==> config.mk <==
export PLATFORM = sky130hd
export DESIGN_NAME = ttmmf_res_fifo_flat
export DESIGN_NICKNAME = d
export VERILOG_FILES = /design/src/ttmmf_pkg.sv /design/src/ttmmf_res_if.sv /design/src/ttmmf_res_fifo.sv /design/src/flat_wrapper.sv
export SDC_FILE = /design/constraint.sdc
export NUM_CORES = 1
export LEC_CHECK = 0
export BUFFER_PORTS_ARGS = -buffer_cell sky130_fd_sc_hd__buf_4
export CORE_ASPECT_RATIO = 0.8
export CORE_MARGIN = 3
export CORE_UTILIZATION = 50
export CTS_CLUSTER_DIAMETER = 80
export DETAILED_ROUTE_END_ITERATION = 16
export PLACE_DENSITY_LB_ADDON = 0.08
export SKIP_LAST_GASP = 1
export SLEW_MARGIN = 25
export SYNTH_ARGS = -nofsm -noshare
export SYNTH_HDL_FRONTEND = slang
export SYNTH_SLANG_ARGS = --single-unit
==> constraint.sdc <==
create_clock -name clk -period 1.79 [get_ports clk]
set_input_delay 0.0895 -clock clk [delete_from_list [all_inputs] [get_ports clk]]
set_output_delay 0.0895 -clock clk [all_outputs]
set_load 0.02 [all_outputs]
==> src/ttmmf_pkg.sv <==
// Shared types and constants for the three-tap min/max filter.
`timescale 1ns / 1ps
`default_nettype none

package ttmmf_pkg;

    localparam int PIXEL_W        = 8;
    localparam int LINE_WIDTH_W   = 13;
    localparam int FRAME_HEIGHT_W = 16;
    localparam int ROW_W          = 16;

    // APB register file: four 32-bit registers at byte offsets 0, 4, 8, 12
    localparam int APB_DATA_W = 32;
    localparam int REG_ADDR_W = 4;
    localparam int REG_IDX_W  = 2;

    localparam logic [REG_IDX_W-1:0] REG_USE_MAX      = 2'd0;
    localparam logic [REG_IDX_W-1:0] REG_VERTICAL     = 2'd1;
    localparam logic [REG_IDX_W-1:0] REG_LINE_WIDTH   = 2'd2;
    localparam logic [REG_IDX_W-1:0] REG_FRAME_HEIGHT = 2'd3;

    localparam logic [LINE_WIDTH_W-1:0]   LINE_WIDTH_RST   = 13'd640;
    localparam logic [FRAME_HEIGHT_W-1:0] FRAME_HEIGHT_RST = 16'd480;

    typedef struct packed {
        logic [PIXEL_W-1:0] filtered;
        logic               end_of_row;
        logic               end_of_frame;
        logic               last_of_run;
    } res_t;

endpackage

`default_nettype wire

==> src/ttmmf_res_if.sv <==
// Result output channel: valid/ready handshake carrying one filtered pixel request.
`timescale 1ns / 1ps
`default_nettype none

interface ttmmf_res_if;
    logic                             valid;
    logic                             ready;
    logic [ttmmf_pkg::PIXEL_W-1:0]    filtered;
    logic                             end_of_row;
    logic                             end_of_frame;
    logic                             last_of_run;

    modport source (output valid, output filtered, output end_of_row,
                    output end_of_frame, output last_of_run, input ready);
    modport sink   (input valid, input filtered, input end_of_row,
                    input end_of_frame, input last_of_run, output ready);
endinterface

`default_nettype wire

==> src/ttmmf_res_fifo.sv <==
// Two-entry result queue driving the output channel; full flag is register-based.
`timescale 1ns / 1ps
`default_nettype none

module ttmmf_res_fifo (
    input  wire logic            clk,
    input  wire logic            rst_n,
    input  wire logic            push,
    input  wire ttmmf_pkg::res_t push_data,
    output logic                 full,
    ttmmf_res_if.source          res_out
);
    import ttmmf_pkg::*;

    localparam int DEPTH = 2;

    res_t       ent_reg [DEPTH];
    logic       wr_ptr_reg;
    logic       wr_ptr_next;
    logic       rd_ptr_reg;
    logic       rd_ptr_next;
    logic [1:0] count_reg;
    logic [1:0] count_next;
    logic       pop;
    res_t       head;

    assign pop  = res_out.valid && res_out.ready;
    assign full = (count_reg == 2'(DEPTH));
    assign head = ent_reg[rd_ptr_reg];

    always_comb
    begin
        wr_ptr_next = push ? ~wr_ptr_reg : wr_ptr_reg;
        rd_ptr_next = pop ? ~rd_ptr_reg : rd_ptr_reg;
        count_next  = count_reg + 2'(push) - 2'(pop);
    end

    always_ff @(posedge clk or negedge rst_n)
    begin
        if (!rst_n)
        begin
            wr_ptr_reg <= 1'b0;
            rd_ptr_reg <= 1'b0;
            count_reg  <= 2'd0;
        end
        else
        begin
            wr_ptr_reg <= wr_ptr_next;
            rd_ptr_reg <= rd_ptr_next;
            count_reg  <= count_next;
        end
    end

    always_ff @(posedge clk)
    begin
        if (push)
        begin
            ent_reg[wr_ptr_reg] <= push_data;
        end
    end

    assign res_out.valid        = (count_reg != 2'd0);
    assign res_out.filtered     = head.filtered;
    assign res_out.end_of_row   = head.end_of_row;
    assign res_out.end_of_frame = head.end_of_frame;
    assign res_out.last_of_run  = head.last_of_run;

    a_no_overflow: assert property (@(posedge clk) disable iff (!rst_n)
        push |-> (count_reg != 2'(DEPTH)))
        else $error("result queue overflow");

    a_fill_from_empty: assert property (@(posedge clk) disable iff (!rst_n)
        (push && (count_reg == 2'd0)) |=> (count_reg == 2'd1))
        else $error("push into empty queue lost");

    a_hold_on_stall: assert property (@(posedge clk) disable iff (!rst_n)
        (res_out.valid && !res_out.ready && !push) |=> $stable(count_reg))
        else $error("queue occupancy changed while stalled");

endmodule

`default_nettype wire

==> src/flat_wrapper.sv <==
// flat-port wrapper written by rule: the top's interface ports become plain ports
module ttmmf_res_fifo_flat import ttmmf_pkg::*;
  (clk, rst_n, push, push_data, full, res_out_valid, res_out_filtered, res_out_end_of_row, res_out_end_of_frame, res_out_last_of_run, res_out_ready);
  ttmmf_res_if res_out_i ();
  input  wire logic clk;
  input  wire logic rst_n;
  input  wire logic push;
  input  wire ttmmf_pkg::res_t push_data;
  output logic full;
  output wire logic [$bits(res_out_i.valid)-1:0] res_out_valid;
  output wire logic [$bits(res_out_i.filtered)-1:0] res_out_filtered;
  output wire logic [$bits(res_out_i.end_of_row)-1:0] res_out_end_of_row;
  output wire logic [$bits(res_out_i.end_of_frame)-1:0] res_out_end_of_frame;
  output wire logic [$bits(res_out_i.last_of_run)-1:0] res_out_last_of_run;
  input wire logic [$bits(res_out_i.ready)-1:0] res_out_ready;
  assign res_out_valid = res_out_i.valid;
  assign res_out_filtered = res_out_i.filtered;
  assign res_out_end_of_row = res_out_i.end_of_row;
  assign res_out_end_of_frame = res_out_i.end_of_frame;
  assign res_out_last_of_run = res_out_i.last_of_run;
  assign res_out_i.ready = res_out_ready;
  ttmmf_res_fifo u_core (.clk(clk), .rst_n(rst_n), .push(push), .push_data(push_data), .full(full), .res_out(res_out_i));
endmodule
# After elaboration in Yosys (flattened, before gate mapping)
# Memories as Yosys holds them, arrays and structs flattened.
# Index checks and enable logic that the tools add are counted.
[classes]
reduce_logical = 2
addsub = 2
bitwise = 2
n_eq_ne = 1
mux = 2
[op_table]
columns = ["cell", "n"]
rows = [
  ["2-bit by 1-bit adder with 2-bit output", 1],
  ["2-bit equality test (second input constant)", 1],
  ["1-bit 2-to-1 mux", 2],
  ["1-bit NOT", 2],
  ["2-bit nonzero test", 1],
  ["2-bit by 1-bit subtractor with 2-bit output", 1],
  ["1-bit logical AND", 1],
]
[totals]
ram_bits = 22
out_inout_bits = 13
regBits = 4
memories = 1
[memory_table]
columns = ["memory", "words", "width", "rd", "rd_ports_with_merged_regs", "wr", "line_no", "source"]
rows = [
  ["u_core.ent_reg", 2, 11, 1, 0, 1, "ttmmf_res_fifo.sv:17", "res_t ent_reg [DEPTH];"],
]

# Logic depth before layout (Yosys ltp)
# Gate-level depths: netlist of run 1.
[depth]
depth_word = 3
mapped_depth = 6
mapped_depth_nobuf = 6

# Worst setup path after synthesis of run 1
# OpenSTA, ideal clock, no wires.
[synth_timing]
path_type = "register to register"
startpoint = "register u_core.count_reg[1]"
endpoint = "register u_core.count_reg[1]"
slack_ns = 0.360
path_buffers = 0
arrival_time_ns = 1.307
stages_incl_launch_ff = 7
required_ns = 1.667
setup_ns = 0.123
path_cell_list = "dfrtp_1 o21a_1 ha_1 inv_1 ha_1 xnor2_1 xnor2_1"
[synth_between]
elab_chain_cells = 3
[synth_lines]
columns = ["item", "line_no", "source"]
rows = [
  ["start, declared", "ttmmf_res_fifo.sv:22", "logic [1:0] count_reg;"],
  ["start signal, assigned", "ttmmf_res_fifo.sv:50", "count_reg <= count_next;"],
  ["2-bit nonzero test", "ttmmf_res_fifo.sv:62", "assign res_out.valid = (count_reg != 2'd0);"],
  ["1-bit logical AND", "ttmmf_res_fifo.sv:27", "assign pop = res_out.valid && res_out.ready;"],
  ["via u_core.pop", "ttmmf_res_fifo.sv:24", "logic pop;"],
  ["2-bit by 1-bit subtractor with 2-bit output", "ttmmf_res_fifo.sv:35", "count_next = count_reg + 2'(push) - 2'(pop);"],
  ["via u_core.count_next[1]", "ttmmf_res_fifo.sv:23", "logic [1:0] count_next;"],
]
# The timed path passes the listed nets, and every way through them passes these cells.
# A chain may end at the register's enable or synchronous reset.

# Final worst setup path of run 1
[layout_timing]
startpoint = "register u_core.rd_ptr_reg"
endpoint = "output port res_out_filtered[3]"
[layout_between]
elab_chain_cells = 1
[layout_lines]
columns = ["item", "line_no", "source"]
rows = [
  ["start, declared", "ttmmf_res_fifo.sv:20", "logic rd_ptr_reg;"],
  ["start signal, assigned", "ttmmf_res_fifo.sv:49", "rd_ptr_reg <= rd_ptr_next;"],
  ["memory read 2 x 11 bit", "--", ""],
  ["end, declared", "flat_wrapper.sv:11", "output wire logic [$bits(res_out_i.filtered)-1:0] res_out_filtered;"],
]
# No other way between the ends.

==> results of run 1 <==
==> cell families after synthesis <==
group                    Yosys count  synth area share [%]
AO/OA/AOI/OAI                      1                 0.729
XOR/XNOR                           4                  3.40
buffers and inverters              3                  1.82
AND/OR/NAND/NOR                    4                  2.43
multiplexers                      11                  15.3
flip-flops                        26                  73.9
adder cells (fa/ha/maj)            2                  2.43
==> worst paths after layout <==
| kind | startpoint | to | slack [ns] | cells past startpoint |
|---|---|---|---|---|
| worst min-delay path | rst_n | u_core.wr_ptr_reg$_DFFE_PN0P_ | 0.09 | 2 |
| worst max-delay path | u_core.rd_ptr_reg$_DFFE_PN0P_ | res_out_filtered[3] | 0.12 | 3 |
| min in group clk | res_out_ready | u_core.rd_ptr_reg$_DFFE_PN0P_ | 0.09 | 3 |
| worst min register to register | u_core.wr_ptr_reg$_DFFE_PN0P_ | u_core.wr_ptr_reg$_DFFE_PN0P_ | 0.50 | 1 |
| worst max register to register | u_core.count_reg[1]$_DFF_PN0_ | u_core.count_reg[1]$_DFF_PN0_ | 0.27 | 6 |
| max in group asynchronous | rst_n | u_core.rd_ptr_reg$_DFFE_PN0P_ | 1.59 | 2 |
==> cells in the mapped netlist <==
master,n
sky130_fd_sc_hd__edfxtp_1,22
sky130_fd_sc_hd__mux2_4,9
sky130_fd_sc_hd__dfrtp_1,4
sky130_fd_sc_hd__ha_1,2
sky130_fd_sc_hd__inv_1,2
sky130_fd_sc_hd__mux2_2,2
sky130_fd_sc_hd__nor2b_1,2
sky130_fd_sc_hd__xnor2_1,2
sky130_fd_sc_hd__xor2_1,2
sky130_fd_sc_hd__and2_1,1
sky130_fd_sc_hd__buf_6,1
sky130_fd_sc_hd__o21a_1,1
sky130_fd_sc_hd__or2_2,1
==> final cells by class <==
cell class	instances	area (um^2)	share of cell area (%)
Clock inverter	1	3.75	0.262
Clock buffer	3	22.5	1.57
Tap cell	24	30.0	2.10
Inverter	2	7.51	0.525
Multi-Input combinational cell	22	250	17.5
Timing Repair Buffer	43	355	24.8
Sequential cell	26	761	53.2
==> worst max-delay path: stages (launching register included) <==
cell,delay (ns)
sky130_fd_sc_hd__dfrtp_1,0.56
sky130_fd_sc_hd__buf_4,0.24
sky130_fd_sc_hd__mux2_4,0.30
sky130_fd_sc_hd__buf_4,0.16
==> report_power, final <==
group | internal, uW | switching (uW)
Clock | 81.7 | 164
Combinational | 468 | 399
Sequential | 820 | 88.3
Total | 1370 | 652
==> metal layers <==
layer  GRT usage [%]  share of wire, %
met5               0                 0
met4            4.17                 0
met3            6.72               6.6
met2            25.8                54
met1            15.9                40
==> repair_timing <==
action / 4_1_cts / 5_1_grt
hold buffers: 13 / 0
setup endpoints to repair: 0 / 0
endpoints found under the hold margin: 27 / 0
==> stage by stage <==
step	setup slack [ns]	utilization, %	power, uW
after detailed placement	0.293	66.7	1780
after global routing	0.0207	74.9	2140
after CTS	0.0725	74.9	2050
after global placement	0.333	66.7	1770
after floorplan	0.360	-	1480
final	0.118	74.9	2020
==> metrics, run 1 <==
Critical Setup Path Class reg -> out; I/O pins 28; final clock skew about 0.0094 ns; max FFs per register 22; number of buffers inserted to repair setup after CTS 0; largest buffer count on any clock path 2; top cell type's share of synthesized area between 60% and 70%; worst ir drop on vdd 1100 uV; largest net degree at the start of global routing 15; total detailed-routing wirelength 1670 um; leading post-synthesis cells by cell area sky130_fd_sc_hd__edfxtp_1 (64%), sky130_fd_sc_hd__mux2_4 (13%), sky130_fd_sc_hd__dfrtp_1 (9.7%), sky130_fd_sc_hd__ha_1 (2.4%), sky130_fd_sc_hd__mux2_2 (2.2%); total overflow reported by the global router 0; total number of H-tree levels 1; run status finished, final reports clean; TritonCTS clock tree built; count of different cell masters after synthesis 13; global-route wire length before repair 2690 um; routed len/inst 13.8 um; clock-pin slew of the registers on the worst-case setup and hold paths roughly 0.14 ns; total negative slack 0 ns; leading cell types in the layout, fill and taps excluded sky130_fd_sc_hd__buf_4 (30), sky130_fd_sc_hd__edfxtp_1 (22), sky130_fd_sc_hd__dlygate4sd3_1 (13); Antenna Cells 0; Max-cap violations 0; Crit Path Max Fanout 7; number of cells upsized or downsized after cts 0; post-synthesis average cell area about 20 um^2; routability cong. 0.754; final-stage net count 115; Floorplan Core Area 1910 um^2; post-route fraction of the period consumed by the critical path 93.4%; Area growth syn-to-layout 38.9%; Final Max Tran Viols 0; Initial DRT Pass Iterations 4; Site Rows 14; average via count per standard cell 4.82; post-synthesis register bit count 26; placed standard-cell area about 1300 um^2; total global routing track utilization 14.5%; final hold violations 0; via count of the first global-routing pass around 570; fin crit period 1.67 ns; initial antenna violation count 0; starting density of the core a little over half; number of clock buffers inserted by TritonCTS 3; count of buffers from port buffering 27; cell chosen for the clock root sky130_fd_sc_hd__clkbuf_4; final setup violating endpoints 0; Cell Area, Synth 1030 um^2; number of clock sinks 26; finished layout cell area 1430 um^2; Chip Height 46.6 um; most common library cell in the layout ignoring fill and taps sky130_fd_sc_hd__buf_4; sequential-to-total area share from yosys stat 73.9%; worst-margin pin slew about 0.51 ns; kind of path behind the tightest hold check in -> async; filler-free cell count of the finished design 121; total half-perimeter wirelength after legalization and detailed placement 1120 um; count of vias placed by the detailed router between 500 and 600; number of instances in the placed design 104; yosys synthesis warning count 0; setup repair after global routing missed its margin false; Worst Path Required 1.70 ns; syn nets 68; post-synthesis instance total between 50 and 60; latest clock arrival within the worst-skew pair about 0.32 ns; DR DRC count 0; worst hold slack 0.0874 ns; leakage 0.000600 uW; final-layout fill cell count 139; overall die width 56.7 um; total power per unit cell area approximately 1400 nW/um^2; max-slew headroom at the worst pin between 60% and 70%; FMAX around 600 MHz; WP data arrival 1.58 ns; top cell type by total area after synthesis sky130_fd_sc_hd__edfxtp_1; count of routing violations after the opening detailed-route iteration 10; critical path launch point type flop; overall die area roughly 2600 um^2; category of the worst setup path capture point output pin; proportion of layout cells with a drive suffix above 1 46.4%; antenna-violating nets left 0
(Power assumes the default switching activity.)
==> run 2, diff against run 1 <==
CORE_MARGIN = 2   (was 3)
GPL_TIMING_DRIVEN = 0   (was unset)
==> run 2 against run 1 <==
Core utilization increased by 0.065 points. Global-route usage rose by 3.0 points. Register-to-register slack worse by 0.06 ns. Non-clock buffer count decreased by 2. Cell area about the same.
==> metrics, run 2 (same netlist as run 1, synthesis figures left out) <==
total number of H-tree levels 1 (unchanged); Largest delay share family, worst path adder cells (was flip-flops); Antenna Cells 0 (unchanged); worst ir drop on vdd 1160 uV (was 1100 uV); least setup slack across all paths after layout 0.211 ns (was 0.118 ns); leakage 0.000597 uW (was 0.000600 uW); routed len/inst 14.6 um (was 13.8 um); largest net degree at the start of global routing 15 (unchanged); total detailed-routing wirelength 1740 um (was 1670 um); critical path launch point type flop (unchanged); number of clock sinks 26 (unchanged); Chip Height 44.6 um (was 46.6 um); fraction of power spent switching nets 32.2% (about the same); FMAX 634 MHz (was 598 MHz); final hold violations 0 (unchanged); beginning of the worst register-to-register path u_core.count_reg[1]$_DFF_PN0_ (unchanged); total power per unit cell area 1450 nW/um^2 (was 1410 nW/um^2); total global routing track utilization 17.5% (was 14.5%); total negative slack 0 ns (unchanged); final clock skew 0.00809 ns (was 0.00944 ns); worst-margin pin slew 0.575 ns (was 0.513 ns); post-route fraction of the period consumed by the critical path 88.2% (was 93.4%); leading cell types in the layout, fill and taps excluded sky130_fd_sc_hd__buf_4 (27), sky130_fd_sc_hd__edfxtp_1 (22), sky130_fd_sc_hd__dlygate4sd3_1 (13) (was sky130_fd_sc_hd__buf_4 (30), sky130_fd_sc_hd__edfxtp_1 (22), sky130_fd_sc_hd__dlygate4sd3_1 (13)); final-stage net count 113 (was 115); most common library cell in the layout ignoring fill and taps sky130_fd_sc_hd__buf_4 (unchanged); Area growth syn-to-layout 39.0% (was 38.9%); kind of path behind the tightest hold check in -> reg (was in -> async); overall die width 54.7 um (was 56.7 um); Worst Path Buf+Inv 1 (was 2); max-slew headroom at the worst pin 61.5% (was 65.8%); number of buffers inserted to repair setup after CTS 0 (unchanged); largest buffer count on any clock path 2 (unchanged); Initial DRT Pass Iterations 2 (was 4); run status finished, final reports clean (unchanged); cell chosen for the clock root sky130_fd_sc_hd__clkbuf_4 (unchanged); relative contribution of sequential cells to total power 43.1% (was 44.9%); slowest cell delay on critical path 0.45 ns (was 0.56 ns); max FFs per register 22 (unchanged); setup repair after global routing missed its margin false (unchanged); antenna-violating nets left 0 (unchanged); Worst Path Required 2.04 ns (was 1.70 ns); Crit Path Max Fanout 4 (was 7); DR DRC count 0 (unchanged); TritonCTS clock tree built (unchanged); via count of the first global-routing pass 603 (was 573); starting density of the core 53.9% (unchanged); global-route wire length before repair 2680 um (was 2690 um); final setup violating endpoints 0 (unchanged); logic gate share of total power 42.6% (was 42.9%); I/O pins 28 (unchanged); cell type of the slowest stage on the worst timing path sky130_fd_sc_hd__dfrtp_1 (unchanged); initial antenna violation count 0 (unchanged); total overflow reported by the global router 0 (unchanged); Worst R2R Setup Slack 0.21 ns (was 0.27 ns); Critical Setup Path Class reg -> reg (was reg -> out); Max-cap violations 0 (unchanged); category of the worst setup path capture point flop (was output pin); WP data arrival 1.83 ns (was 1.58 ns); number of clock buffers inserted by TritonCTS 3 (unchanged); internal power consumption 1410 uW (was 1370 uW); count of routing violations after the opening detailed-route iteration 5 (was 10); Site Rows 14 (unchanged); average via count per standard cell 4.79 (was 4.82); worst hold slack 0.0764 ns (was 0.0874 ns); Critical Path End u_core.count_reg[1]$_DFF_PN0_ (was res_out_filtered[3]); net switching power figure 667 uW (was 652 uW); clock-pin slew of the registers on the worst-case setup and hold paths 0.14 ns (about the same); worst setup path startpoint u_core.count_reg[1]$_DFF_PN0_ (was u_core.rd_ptr_reg$_DFFE_PN0P_); overall die area 2440 um^2 (was 2640 um^2); fin crit period 1.58 ns (was 1.67 ns); Floorplan Core Area 1910 um^2 (unchanged); count of buffers from port buffering 27 (unchanged); total half-perimeter wirelength after legalization and detailed placement 1100 um (was 1120 um); routability cong. 0.698 (was 0.754); number of cell instances on the worst register-to-register path 6 (unchanged); total stage count of the critical path 6 (was 3); latest clock arrival within the worst-skew pair 0.32 ns (about the same); Setup WS pre-CTS 0.214 ns (was 0.293 ns); count of vias placed by the detailed router 570 (was 583); proportion of layout cells with a drive suffix above 1 47.4% (was 46.4%); clock network power share 14.3% (was 12.2%); Final Max Tran Viols 0 (unchanged); Crit Reg-Reg Endpoint u_core.count_reg[1]$_DFF_PN0_ (unchanged); Cell Chain, Critical Path o21a_1 -> ha_1 -> inv_1 -> ha_1 -> xnor2_1 -> xnor2_1 (was buf_4 -> mux2_4 -> buf_4)
[run 2: worst min-delay path by stage]
stage	to	cells past startpoint	from	slack [ns]
final	u_core.rd_ptr_reg$_DFFE_PN0P_	3	res_out_ready	0.08
after floorplan	u_core.count_reg[0]$_DFF_PN0_	0	rst_n	-0.21
after detailed placement	u_core.count_reg[1]$_DFF_PN0_	1	rst_n	-0.11
after CTS	u_core.wr_ptr_reg$_DFFE_PN0P_	2	rst_n	0.07
after global routing	u_core.rd_ptr_reg$_DFFE_PN0P_	2	rst_n	0.08
after global placement	u_core.count_reg[0]$_DFF_PN0_	1	rst_n	-0.11
[run 2: final cells by class]
class	count	area, um^2
Buffer	1	11.3
Clock buffer	4	36.3
Fill cell	131	478
Inverter	2	7.51
Multi-Input combinational cell	22	253
Sequential cell	26	761
Tap cell	24	30.0
Timing Repair Buffer	40	333
[run 2: per-stage QoR]
step	instances	power, uW	utilization, %	cell area [um^2]
after floorplan	51	1480	-	1030
after global placement	102	1760	66.1	1260
after detailed placement	102	1780	66.1	1260
after CTS	119	2090	74.8	1430
after global routing	119	2190	75.0	1430
final	119	2080	75.0	1430
[run 2: worst reg2reg max path, stage by stage (launching register included)]
cell,delay [ns]
sky130_fd_sc_hd__dfrtp_1,0.45
sky130_fd_sc_hd__o21a_1,0.23
sky130_fd_sc_hd__ha_1,0.28
sky130_fd_sc_hd__inv_1,0.04
sky130_fd_sc_hd__ha_1,0.19
sky130_fd_sc_hd__xnor2_1,0.18
sky130_fd_sc_hd__xnor2_1,0.15
[run 2: power by group through the flow]
stage	clock network, uW	logic, uW	registers, uW
2_1_floorplan	0	597	885
3_3_place_gp	0	859	896
3_5_place_dp	0	871	906
4_1_cts	299	896	895
5_1_grt	324	955	911
6_report	297	884	894
[run 2: routing by layer]
layer  GRT usage, %  part of all wire, %
met1           19.3                   37
met2           30.5                   58
met3           3.72                  3.8
met4           10.5                  1.1
met5              0                    0
[run 2: what timing repair did]
item                                   CTS  global route
hold buffers                            13             0
resized for setup                        0             0
endpoints found under the hold margin   27             0
